--- config.mk ---
export PLATFORM = sky130hd
export DESIGN_NAME = crc16_frame_decoder_flat
export DESIGN_NICKNAME = d
export VERILOG_FILES = /design/src/rtl/core/crc16fd_pkg.sv /design/src/rtl/core/crc16fd_channels.sv /design/src/rtl/core/crc16_frame_decoder.sv /design/src/flat_wrapper.sv
export VERILOG_INCLUDE_DIRS = /design/src /design/src/rtl/core
export SDC_FILE = /design/constraint.sdc
export NUM_CORES = 1
export LEC_CHECK = 0
export BUFFER_PORTS_ARGS = -buffer_cell sky130_fd_sc_hd__buf_2
export CORE_MARGIN = 2
export CORE_UTILIZATION = 55
export CTS_CLUSTER_SIZE = 30
export DETAILED_ROUTE_END_ITERATION = 16
export PLACE_DENSITY = 0.73
export SLEW_MARGIN = 5
export SYNTH_ARGS = -nofsm -noshare
export SYNTH_HDL_FRONTEND = slang
export SYNTH_SLANG_ARGS = --single-unit
--- constraint.sdc ---
create_clock -name clk -period 12.3 [get_ports clk]
set_clock_uncertainty 0.05 [all_clocks]
set_input_delay 0.615 -clock clk [delete_from_list [all_inputs] [get_ports clk]]
set_output_delay 0.615 -clock clk [all_outputs]
set_load 0.02 [all_outputs]
--- src/rtl/core/crc16_frame_decoder_defines.svh ---
// ----------------------------------------------------------------------------
// crc16 frame decoder assertion macros
// shared concurrent assertion forms, clocked on clk and held off during rst
// ----------------------------------------------------------------------------
`ifndef CRC16_FRAME_DECODER_DEFINES_SVH
`define CRC16_FRAME_DECODER_DEFINES_SVH

// same-cycle implication
`define CRC16FD_ASSERT_IMPL(name, ante, cons, msg) \
  name: assert property (@(posedge clk) disable iff (rst) (ante) |-> (cons)) \
    else $error(msg);

// next-cycle implication
`define CRC16FD_ASSERT_NEXT(name, ante, cons, msg) \
  name: assert property (@(posedge clk) disable iff (rst) (ante) |=> (cons)) \
    else $error(msg);

`endif

--- src/rtl/core/crc16fd_pkg.sv ---
// ----------------------------------------------------------------------------
// crc16fd_pkg
// widths, frame constants, parser phases, status codes and crc-16/arc step
// ----------------------------------------------------------------------------
package crc16fd_pkg;

  localparam int BYTE_W = 8;
  localparam int WORD_W = 16;
  localparam int CFG_W  = 17;
  localparam int POS_W  = 17;
  localparam int STAT_W = 3;
  localparam int CNT_W  = 2;

  localparam logic [BYTE_W-1:0] START_BYTE = 8'h55;
  localparam logic [BYTE_W-1:0] END_BYTE   = 8'hAA;
  localparam logic [WORD_W-1:0] CRC_POLY   = 16'hA001;

  localparam logic [CFG_W-1:0] CFG_RESET      = 17'd128;
  localparam logic [CFG_W-1:0] FRAME_OVERHEAD = 17'd9;

  // byte positions within a frame
  localparam logic [POS_W-1:0] POS_TYPE    = 17'd1;
  localparam logic [POS_W-1:0] POS_PAYLOAD = 17'd6;
  localparam logic [POS_W-1:0] POS_CRC_END = 17'd8;
  localparam logic [2:0] HDR_TYPE   = 3'd1;
  localparam logic [2:0] HDR_REG_HI = 3'd2;
  localparam logic [2:0] HDR_REG_LO = 3'd3;
  localparam logic [2:0] HDR_LEN_HI = 3'd4;

  // result queue occupancy codes
  localparam logic [CNT_W-1:0] Q_EMPTY = 2'd0;
  localparam logic [CNT_W-1:0] Q_ONE   = 2'd1;
  localparam logic [CNT_W-1:0] Q_TWO   = 2'd2;

  typedef enum logic [5:0] {
    PH_WAIT    = 6'b000001,
    PH_HEADER  = 6'b000010,
    PH_PAYLOAD = 6'b000100,
    PH_CRC     = 6'b001000,
    PH_END     = 6'b010000,
    PH_SKIP    = 6'b100000
  } phase_t;

  typedef enum logic [STAT_W-1:0] {
    ST_OK        = 3'd0,
    ST_BAD_START = 3'd1,
    ST_TOO_LONG  = 3'd2,
    ST_BAD_END   = 3'd3,
    ST_CRC       = 3'd4,
    ST_EARLY     = 3'd5
  } status_t;

  typedef enum logic {
    KIND_PAYLOAD = 1'b0,
    KIND_STATUS  = 1'b1
  } kind_t;

  typedef struct packed {
    kind_t               kind;
    logic [BYTE_W-1:0]   payload_byte;
    logic [WORD_W-1:0]   payload_index;
    logic [BYTE_W-1:0]   msg_type;
    logic [WORD_W-1:0]   reg_number;
    logic [WORD_W-1:0]   content_length;
    status_t             status;
    logic                last;
  } result_t;

  // one byte through reflected crc-16/arc, lsb first
  function automatic logic [WORD_W-1:0] crc16_arc_byte(input logic [WORD_W-1:0] crc,
                                                       input logic [BYTE_W-1:0] data);
    logic [WORD_W-1:0] c;
    c = crc ^ {{(WORD_W-BYTE_W){1'b0}}, data};
    for (int i = 0; i < BYTE_W; i++) begin
      c = c[0] ? ((c >> 1) ^ CRC_POLY) : (c >> 1);
    end
    return c;
  endfunction

endpackage

--- src/rtl/core/crc16fd_channels.sv ---
// ----------------------------------------------------------------------------
// crc16fd channels
// valid/ready channels for received bytes and for decoder results
// ----------------------------------------------------------------------------
interface crc16fd_rx_if;
  logic                             valid;
  logic                             ready;
  logic [crc16fd_pkg::BYTE_W-1:0]   rx_byte;
  logic                             transaction_end;

  modport source (output valid, output rx_byte, output transaction_end, input ready);
  modport sink   (input valid, input rx_byte, input transaction_end, output ready);
endinterface

interface crc16fd_res_if;
  logic                             valid;
  logic                             ready;
  logic                             result_kind;
  logic [crc16fd_pkg::BYTE_W-1:0]   payload_byte;
  logic [crc16fd_pkg::WORD_W-1:0]   payload_index;
  logic [crc16fd_pkg::BYTE_W-1:0]   msg_type;
  logic [crc16fd_pkg::WORD_W-1:0]   reg_number;
  logic [crc16fd_pkg::WORD_W-1:0]   content_length;
  logic [crc16fd_pkg::STAT_W-1:0]   status;
  logic                             last;

  modport source (output valid, output result_kind, output payload_byte,
                  output payload_index, output msg_type, output reg_number,
                  output content_length, output status, output last, input ready);
  modport sink   (input valid, input result_kind, input payload_byte,
                  input payload_index, input msg_type, input reg_number,
                  input content_length, input status, input last, output ready);
endinterface

--- src/rtl/core/crc16_frame_decoder.sv ---
// ----------------------------------------------------------------------------
// crc16_frame_decoder: streaming parser for crc-16/arc framed register messages
// results of each taken byte are registered into a three-entry result queue
// throughput: one byte per cycle while at most one result waits; a payload byte
//   ending a transaction makes two results, drained one per res.ready cycle
// reset: synchronous rst returns to wait for start, limit 128, queue empty
// ----------------------------------------------------------------------------
`include "crc16_frame_decoder_defines.svh"

module crc16_frame_decoder (
  input  logic                           clk,
  input  logic                           rst,
  input  logic                           cfg_wr_en,
  input  logic [crc16fd_pkg::CFG_W-1:0]  cfg_wr_data,
  crc16fd_rx_if.sink                     rx,
  crc16fd_res_if.source                  res
);

  // parser state
  logic [crc16fd_pkg::CFG_W-1:0]  frame_buffer_bytes;
  crc16fd_pkg::phase_t            phase, phase_next;
  logic [crc16fd_pkg::POS_W-1:0]  byte_position, byte_position_next;
  logic [crc16fd_pkg::WORD_W-1:0] running_crc, running_crc_next;
  logic [crc16fd_pkg::BYTE_W-1:0] frame_type, frame_type_next;
  logic [crc16fd_pkg::WORD_W-1:0] register_field, register_field_next;
  logic [crc16fd_pkg::WORD_W-1:0] length_field, length_field_next;
  logic [crc16fd_pkg::WORD_W-1:0] received_crc, received_crc_next;

  // result queue
  crc16fd_pkg::result_t           q [0:2];
  crc16fd_pkg::result_t           q_next [0:2];
  logic [crc16fd_pkg::CNT_W-1:0]  count, count_next;

  logic                           accept;
  logic                           pop;
  logic                           emit_pay;
  logic                           emit_stat;
  logic                           emit_early;
  crc16fd_pkg::status_t           stat_code;
  logic [crc16fd_pkg::POS_W-1:0]  pos_inc;
  logic [crc16fd_pkg::POS_W-1:0]  pay_off;
  logic [crc16fd_pkg::BYTE_W-1:0] b;
  crc16fd_pkg::result_t           r_pay, r_stat, new0, new1;
  logic [crc16fd_pkg::CNT_W-1:0]  push_n;
  logic [crc16fd_pkg::CNT_W-1:0]  base;
  crc16fd_pkg::result_t           sh0, sh1;

  assign b       = rx.rx_byte;
  assign accept  = rx.valid & rx.ready;
  assign pop     = (count != crc16fd_pkg::Q_EMPTY) & res.ready;
  assign pos_inc = byte_position + 17'd1;
  assign pay_off = byte_position - crc16fd_pkg::POS_PAYLOAD;

  // frame parser, one byte per step
  always_comb begin
    phase_next          = phase;
    byte_position_next  = byte_position;
    running_crc_next    = running_crc;
    frame_type_next     = frame_type;
    register_field_next = register_field;
    length_field_next   = length_field;
    received_crc_next   = received_crc;
    emit_pay            = 1'b0;
    emit_stat           = 1'b0;
    emit_early          = 1'b0;
    stat_code           = crc16fd_pkg::ST_OK;
    case (phase)
      crc16fd_pkg::PH_WAIT: begin
        running_crc_next    = '0;
        frame_type_next     = '0;
        register_field_next = '0;
        length_field_next   = '0;
        received_crc_next   = '0;
        if (b == crc16fd_pkg::START_BYTE) begin
          phase_next         = crc16fd_pkg::PH_HEADER;
          byte_position_next = crc16fd_pkg::POS_TYPE;
        end else begin
          emit_stat  = 1'b1;
          stat_code  = crc16fd_pkg::ST_BAD_START;
          phase_next = crc16fd_pkg::PH_SKIP;
        end
      end
      crc16fd_pkg::PH_HEADER: begin
        running_crc_next = crc16fd_pkg::crc16_arc_byte(running_crc, b);
        case (byte_position[2:0])
          crc16fd_pkg::HDR_TYPE:   frame_type_next = b;
          crc16fd_pkg::HDR_REG_HI: register_field_next = {b, register_field[7:0]};
          crc16fd_pkg::HDR_REG_LO: register_field_next = {register_field[15:8], b};
          crc16fd_pkg::HDR_LEN_HI: length_field_next = {b, length_field[7:0]};
          default:                 length_field_next = {length_field[15:8], b};
        endcase
        byte_position_next = pos_inc;
        // length check right after the low length byte
        if (pos_inc >= crc16fd_pkg::POS_PAYLOAD) begin
          byte_position_next = crc16fd_pkg::POS_PAYLOAD;
          if (frame_buffer_bytes <
              crc16fd_pkg::FRAME_OVERHEAD + {1'b0, length_field_next}) begin
            emit_stat  = 1'b1;
            stat_code  = crc16fd_pkg::ST_TOO_LONG;
            phase_next = crc16fd_pkg::PH_SKIP;
          end else if (length_field_next != '0) begin
            phase_next = crc16fd_pkg::PH_PAYLOAD;
          end else begin
            phase_next = crc16fd_pkg::PH_CRC;
          end
        end
      end
      crc16fd_pkg::PH_PAYLOAD: begin
        running_crc_next   = crc16fd_pkg::crc16_arc_byte(running_crc, b);
        emit_pay           = 1'b1;
        byte_position_next = pos_inc;
        if (pos_inc - crc16fd_pkg::POS_PAYLOAD >= {1'b0, length_field}) begin
          phase_next = crc16fd_pkg::PH_CRC;
        end
      end
      crc16fd_pkg::PH_CRC: begin
        received_crc_next  = {received_crc[7:0], b};
        byte_position_next = pos_inc;
        if (pos_inc >= crc16fd_pkg::POS_CRC_END + {1'b0, length_field}) begin
          phase_next = crc16fd_pkg::PH_END;
        end
      end
      crc16fd_pkg::PH_END: begin
        emit_stat  = 1'b1;
        phase_next = crc16fd_pkg::PH_SKIP;
        if (b != crc16fd_pkg::END_BYTE) begin
          stat_code = crc16fd_pkg::ST_BAD_END;
        end else if (received_crc != running_crc) begin
          stat_code = crc16fd_pkg::ST_CRC;
        end else begin
          stat_code = crc16fd_pkg::ST_OK;
        end
      end
      default: begin
      end
    endcase
    // end of transaction
    if (rx.transaction_end) begin
      if (phase_next != crc16fd_pkg::PH_SKIP) begin
        emit_early = 1'b1;
      end
      phase_next         = crc16fd_pkg::PH_WAIT;
      byte_position_next = '0;
    end
  end

  // result words for this byte
  always_comb begin
    r_pay.kind           = crc16fd_pkg::KIND_PAYLOAD;
    r_pay.payload_byte   = b;
    r_pay.payload_index  = pay_off[crc16fd_pkg::WORD_W-1:0];
    r_pay.msg_type       = frame_type_next;
    r_pay.reg_number     = register_field_next;
    r_pay.content_length = length_field_next;
    r_pay.status         = crc16fd_pkg::ST_OK;
    r_pay.last           = ~emit_early;

    r_stat.kind           = crc16fd_pkg::KIND_STATUS;
    r_stat.payload_byte   = '0;
    r_stat.payload_index  = '0;
    r_stat.msg_type       = frame_type_next;
    r_stat.reg_number     = register_field_next;
    r_stat.content_length = length_field_next;
    r_stat.status         = emit_stat ? stat_code : crc16fd_pkg::ST_EARLY;
    r_stat.last           = 1'b1;

    new0   = emit_pay ? r_pay : r_stat;
    new1   = r_stat;
    push_n = accept ? ({1'b0, emit_pay} + {1'b0, emit_stat | emit_early}) : '0;
  end

  // queue shift on pop, append new words behind what is left
  always_comb begin
    base = count - {1'b0, pop};
    sh0  = pop ? q[1] : q[0];
    sh1  = pop ? q[2] : q[1];

    q_next[0] = (base == crc16fd_pkg::Q_EMPTY) ? new0 : sh0;

    if (base == crc16fd_pkg::Q_EMPTY) begin
      q_next[1] = new1;
    end else if (base == crc16fd_pkg::Q_ONE) begin
      q_next[1] = new0;
    end else begin
      q_next[1] = sh1;
    end

    if (base == crc16fd_pkg::Q_ONE) begin
      q_next[2] = new1;
    end else if (base == crc16fd_pkg::Q_TWO) begin
      q_next[2] = new0;
    end else begin
      q_next[2] = q[2];
    end

    count_next = base + push_n;
  end

  // control and parser registers
  always_ff @(posedge clk) begin
    if (rst) begin
      frame_buffer_bytes <= crc16fd_pkg::CFG_RESET;
      phase              <= crc16fd_pkg::PH_WAIT;
      byte_position      <= '0;
      running_crc        <= '0;
      frame_type         <= '0;
      register_field     <= '0;
      length_field       <= '0;
      received_crc       <= '0;
      count              <= crc16fd_pkg::Q_EMPTY;
    end else begin
      if (cfg_wr_en) begin
        frame_buffer_bytes <= cfg_wr_data;
      end
      if (accept) begin
        phase          <= phase_next;
        byte_position  <= byte_position_next;
        running_crc    <= running_crc_next;
        frame_type     <= frame_type_next;
        register_field <= register_field_next;
        length_field   <= length_field_next;
        received_crc   <= received_crc_next;
      end
      count <= count_next;
    end
  end

  // queue payload
  always_ff @(posedge clk) begin
    q[0] <= q_next[0];
    q[1] <= q_next[1];
    q[2] <= q_next[2];
  end

  // channel outputs
  assign rx.ready           = (count <= crc16fd_pkg::Q_ONE);
  assign res.valid          = (count != crc16fd_pkg::Q_EMPTY);
  assign res.result_kind    = q[0].kind;
  assign res.payload_byte   = q[0].payload_byte;
  assign res.payload_index  = q[0].payload_index;
  assign res.msg_type       = q[0].msg_type;
  assign res.reg_number     = q[0].reg_number;
  assign res.content_length = q[0].content_length;
  assign res.status         = q[0].status;
  assign res.last           = q[0].last;

  // checks
  `CRC16FD_ASSERT_IMPL(a_status_is_last,
    res.valid && (q[0].kind == crc16fd_pkg::KIND_STATUS), q[0].last,
    "status word not marked last")
  `CRC16FD_ASSERT_IMPL(a_payload_ok,
    res.valid && (q[0].kind == crc16fd_pkg::KIND_PAYLOAD),
    q[0].status == crc16fd_pkg::ST_OK, "payload word carries a status code")
  `CRC16FD_ASSERT_NEXT(a_end_to_wait, accept && rx.transaction_end,
    phase == crc16fd_pkg::PH_WAIT, "parser not back at start after transaction end")
  `CRC16FD_ASSERT_IMPL(a_bad_start_clear,
    res.valid && (q[0].status == crc16fd_pkg::ST_BAD_START),
    (q[0].msg_type == '0) && (q[0].reg_number == '0) && (q[0].content_length == '0),
    "bad start word carries stale header fields")

endmodule
--- src/flat_wrapper.sv ---
// flat-port wrapper written by rule: the top's interface ports become plain ports
module crc16_frame_decoder_flat 
  (clk, rst, cfg_wr_en, cfg_wr_data, rx_valid, rx_rx_byte, rx_transaction_end, rx_ready, res_valid, res_result_kind, res_payload_byte, res_payload_index, res_msg_type, res_reg_number, res_content_length, res_status, res_last, res_ready);
  crc16fd_rx_if rx_i ();
  crc16fd_res_if res_i ();
  input  logic clk;
  input  logic rst;
  input  logic cfg_wr_en;
  input  logic [crc16fd_pkg::CFG_W-1:0] cfg_wr_data;
  input wire logic [$bits(rx_i.valid)-1:0] rx_valid;
  input wire logic [$bits(rx_i.rx_byte)-1:0] rx_rx_byte;
  input wire logic [$bits(rx_i.transaction_end)-1:0] rx_transaction_end;
  output wire logic [$bits(rx_i.ready)-1:0] rx_ready;
  output wire logic [$bits(res_i.valid)-1:0] res_valid;
  output wire logic [$bits(res_i.result_kind)-1:0] res_result_kind;
  output wire logic [$bits(res_i.payload_byte)-1:0] res_payload_byte;
  output wire logic [$bits(res_i.payload_index)-1:0] res_payload_index;
  output wire logic [$bits(res_i.msg_type)-1:0] res_msg_type;
  output wire logic [$bits(res_i.reg_number)-1:0] res_reg_number;
  output wire logic [$bits(res_i.content_length)-1:0] res_content_length;
  output wire logic [$bits(res_i.status)-1:0] res_status;
  output wire logic [$bits(res_i.last)-1:0] res_last;
  input wire logic [$bits(res_i.ready)-1:0] res_ready;
  assign rx_i.valid = rx_valid;
  assign rx_i.rx_byte = rx_rx_byte;
  assign rx_i.transaction_end = rx_transaction_end;
  assign rx_ready = rx_i.ready;
  assign res_valid = res_i.valid;
  assign res_result_kind = res_i.result_kind;
  assign res_payload_byte = res_i.payload_byte;
  assign res_payload_index = res_i.payload_index;
  assign res_msg_type = res_i.msg_type;
  assign res_reg_number = res_i.reg_number;
  assign res_content_length = res_i.content_length;
  assign res_status = res_i.status;
  assign res_last = res_i.last;
  assign res_i.ready = res_ready;
  crc16_frame_decoder u_core (.clk(clk), .rst(rst), .cfg_wr_en(cfg_wr_en), .cfg_wr_data(cfg_wr_data), .rx(rx_i), .res(res_i));
endmodule
==> reports/metrics.csv <==
stage,metric,value,unit
status,run status,finished clean,
pwr,Max rail drop VDD,0.000288,V
cts,Skew-Pair Late Insertion Delay,530,ps
critical_path,crit path max fanout,24,
detailed_routing,Initial DRC Count,1235,
critical_path,Worst path max stage delay,740,ps
critical_path,R2R setup slack,4850,ps
die,starting density of the core,55.8,%
grt,vias in the first global route,12400,
pwr,Cell Pwr Density,232,mW/mm^2
die,Die H,180,um
detailed_routing,wire per inst,18.2,um
detailed_routing,post-route ant nets,0,
min_path,Min-Delay Path Class,in2reg,
flow_run,MaxCap Viol Count,0,
cts,TritonCTS clock tree,done,
placed_design,pre-CTS WS,4930,ps
sta,Tcrit/Tclk final,60.6,%
cts,clock sink total,321,
grt,first-pass GRT wire length,64900,um
logic_synthesis,leading area contributor after synthesis,edfxtp_1,
detailed_routing,drt pass-1 iters,6,
logic_synthesis,ys flop type,dfxtp_1,
logic_synthesis,commonest cells in the netlist,"322 x nor2_1, 166 x dfxtp_1, 155 x edfxtp_1",
cts,Post-CTS Setup Bufs,0,
cts,cts bufs inserted,35,
cts,CTS root buffer,clkbuf_16,
grt,GRT Total Usage,24.2,%
sta,fmax,134,MHz
detailed_routing,WL final,40000,um
sta,Max Transition Viols Final,0,
critical_path,CP max stage cell,nor2_2,
logic_synthesis,Gate Count Post-Synth,1820,
critical_path,Worst Setup Path Type,reg2reg,
placed_design,Final HPWL DP,27700,um
logic_synthesis,sequential share of the synthesized area,46.7,%
sta,Tightest Pin Transition,1130,ps
die,Die ar.,0.0325,mm^2
sta,final hold violation count,0,
logic_synthesis,Syn Area/Cell,9.38,um^2
grt,gr ovfl total,0,
cts,Max clock buf depth,3,
critical_path,Worst Reg-to-Reg Cells,27,
logic_synthesis,asr flop ratio synth,0,%
critical_path,Reg-to-Reg Start,u_core.byte_position[0],
logic_synthesis,Netlist cell types,74,
cts,clock-pin slew on the worst setup and hold paths,60,ps
die,core area,0.0306,mm^2
die,row cnt,64,
finish,Area Overhead vs Synth,7.56,%
cts,H-tree levels,2,
min_path,Hold Crit Start,cfg_wr_data[6],
sta,Setup Viol. Count Final,0,
critical_path,Critical path origin,u_core.byte_position[0],
sta,RSZ-0062 raised after global routing,false,
pwr,leak pwr,7.16,nW
sta,Final TNS setup,0,ps
logic_synthesis,count of state elements after synthesis,321,
critical_path,cell mode on critical path,ha_1,
cts,CTS Hold Buffers Added,0,
sta,Fin Hold WS,285,ps
detailed_routing,DR vias/cell,5.96,
finish,ANT cells,0,
logic_synthesis,leading post-synthesis cells by cell area,"edfxtp_1 27%, dfxtp_1 19%, nor2_1 7.1%",
sta,Max-slew headroom,24.1,%
detailed_routing,vias,13100,
critical_path,CP Data Required Time,12640,ps
logic_synthesis,"EDFF count, synth",155,
logic_synthesis,Post-Syn Area,0.0171,mm^2
grt,initial antenna violation count,1,
placed_design,buffers added on ports,101,
grt,pin count of the biggest net entering global routing,97,
critical_path,crit path DAT,7790,ps
critical_path,Critical Path Sink,u_core.count[1],
critical_path,Worst setup SP type,flop,
die,I/O pins,102,
logic_synthesis,Synth top area share,27.3,%
cts,cts repair resizes,0,
critical_path,worst r2r dst,u_core.count[1],
detailed_routing,residual DRC count,0,
die,die width,180,um
placed_design,gpl congestion,0.943,
logic_synthesis,Yosys Warn Count,0,
finish,Final nets,1869,
logic_synthesis,Synthesized Nets,1915,
sta,fin crit period,7450,ps
sta,setup ws final,4850,ps
logic_synthesis,"count leader, synth",nor2_1,
finish,layout cells sized above 1,12.1,%
critical_path,Crit. End Element,flop,
==> metal layers <==
layer / up-vias / routed length (um) / global-route usage (%)
met4: 2 / 1370 / 8.39
li1: 6332 / - / -
met2: 449 / 18400 / 39.3
met1: 6172 / 17500 / 32.6
met5: - / 15 / 0
met3: 117 / 2720 / 4.39
==> per-stage QoR <==
step / area (um^2) / std cells / total power, W / utilization (%)
6_report: 18400 / 2195 / 0.00426 / 60.0
4_1_cts: 18400 / 2195 / 0.00429 / 60.0
2_1_floorplan: 17100 / 1820 / 0.00298 / -
3_3_place_gp: 17200 / 2133 / 0.00318 / 56.2
5_1_grt: 18400 / 2195 / 0.00451 / 60.0
3_5_place_dp: 17200 / 2133 / 0.00323 / 56.2
==> state kept, by name, summed over array words and instances (netlist names) <==
register	cells
u_core.length_field	16
u_core.q	207
u_core.frame_buffer_bytes	17
u_core.phase	6
u_core.count	2
u_core.byte_position	17
u_core.register_field	16
u_core.frame_type	8
u_core.running_crc	16
u_core.received_crc	16
==> layout by cell type, fill, tap and decap left out, types with 17 or more instances in the layout <==
cell type	netlist	final
nand2_1	63	62
ha_1	64	62
a22oi_1	85	85
o21ai_0	30	29
mux2_2	17	17
xor2_1	26	26
nand3_1	57	57
mux2i_1	53	53
clkbuf_16	0	36
inv_1	53	53
and3_1	24	24
nor3_1	24	24
a21oi_1	148	148
nor2_1	322	321
nand4_1	17	17
a211oi_1	44	44
nand2b_1	29	28
buf_4	72	17
xnor2_1	76	76
dfxtp_1	166	166
edfxtp_1	155	155
buf_2	4	100
==> power breakdown <==
group          internal, W  total [W]  leakage (nW)  switching, W
registers          0.00163    0.00174          2.95      0.000103
logic             0.000435    0.00148          3.64       0.00104
clock network     0.000627    0.00105         0.575      0.000424
==> kinds of logic after synthesis <==
family	count (synthesis)	share of synthesized area (%)
compound gates	401	15.2
xor+xnor	102	5.23
fa+ha+maj	64	4.69
buf+inv	254	7.33
flops	321	46.7
mux	70	4.23
simple gates	608	16.6
==> critical path: cells and delay by family (launching register included) <==
| kind | cells | cell delay (ps) |
|---|---|---|
| multiplexers | 2 | 680 |
| AND/OR/NAND/NOR | 8 | 2320 |
| buffers and inverters | 2 | 410 |
| adder cells (fa/ha/maj) | 5 | 1180 |
| AO/OA/AOI/OAI | 7 | 1530 |
| flip-flops | 1 | 650 |
| XOR/XNOR | 3 | 480 |
==> layout make-up <==
class,instances,area [um^2]
clock buffer,46,1020
sequential,321,7980
multi-input combinational,1245,7890
inverter,54,203
tap,396,495
timing repair buffer,117,628
fill,2582,12200
clock inverter,16,151
==> how the worst min path moves through the flow <==
stage          cells past startpoint                             to  slack [ps]
6_report                           3   u_core.frame_buffer_bytes[6]         280
2_1_floorplan                      2               u_core.q[0][138]         390
4_1_cts                            3   u_core.frame_buffer_bytes[1]         280
5_1_grt                            3  u_core.frame_buffer_bytes[12]         290
3_3_place_gp                       2               u_core.q[0][138]         410
3_5_place_dp                       2               u_core.q[0][203]         410
Power figures use the tool's default switching activity.
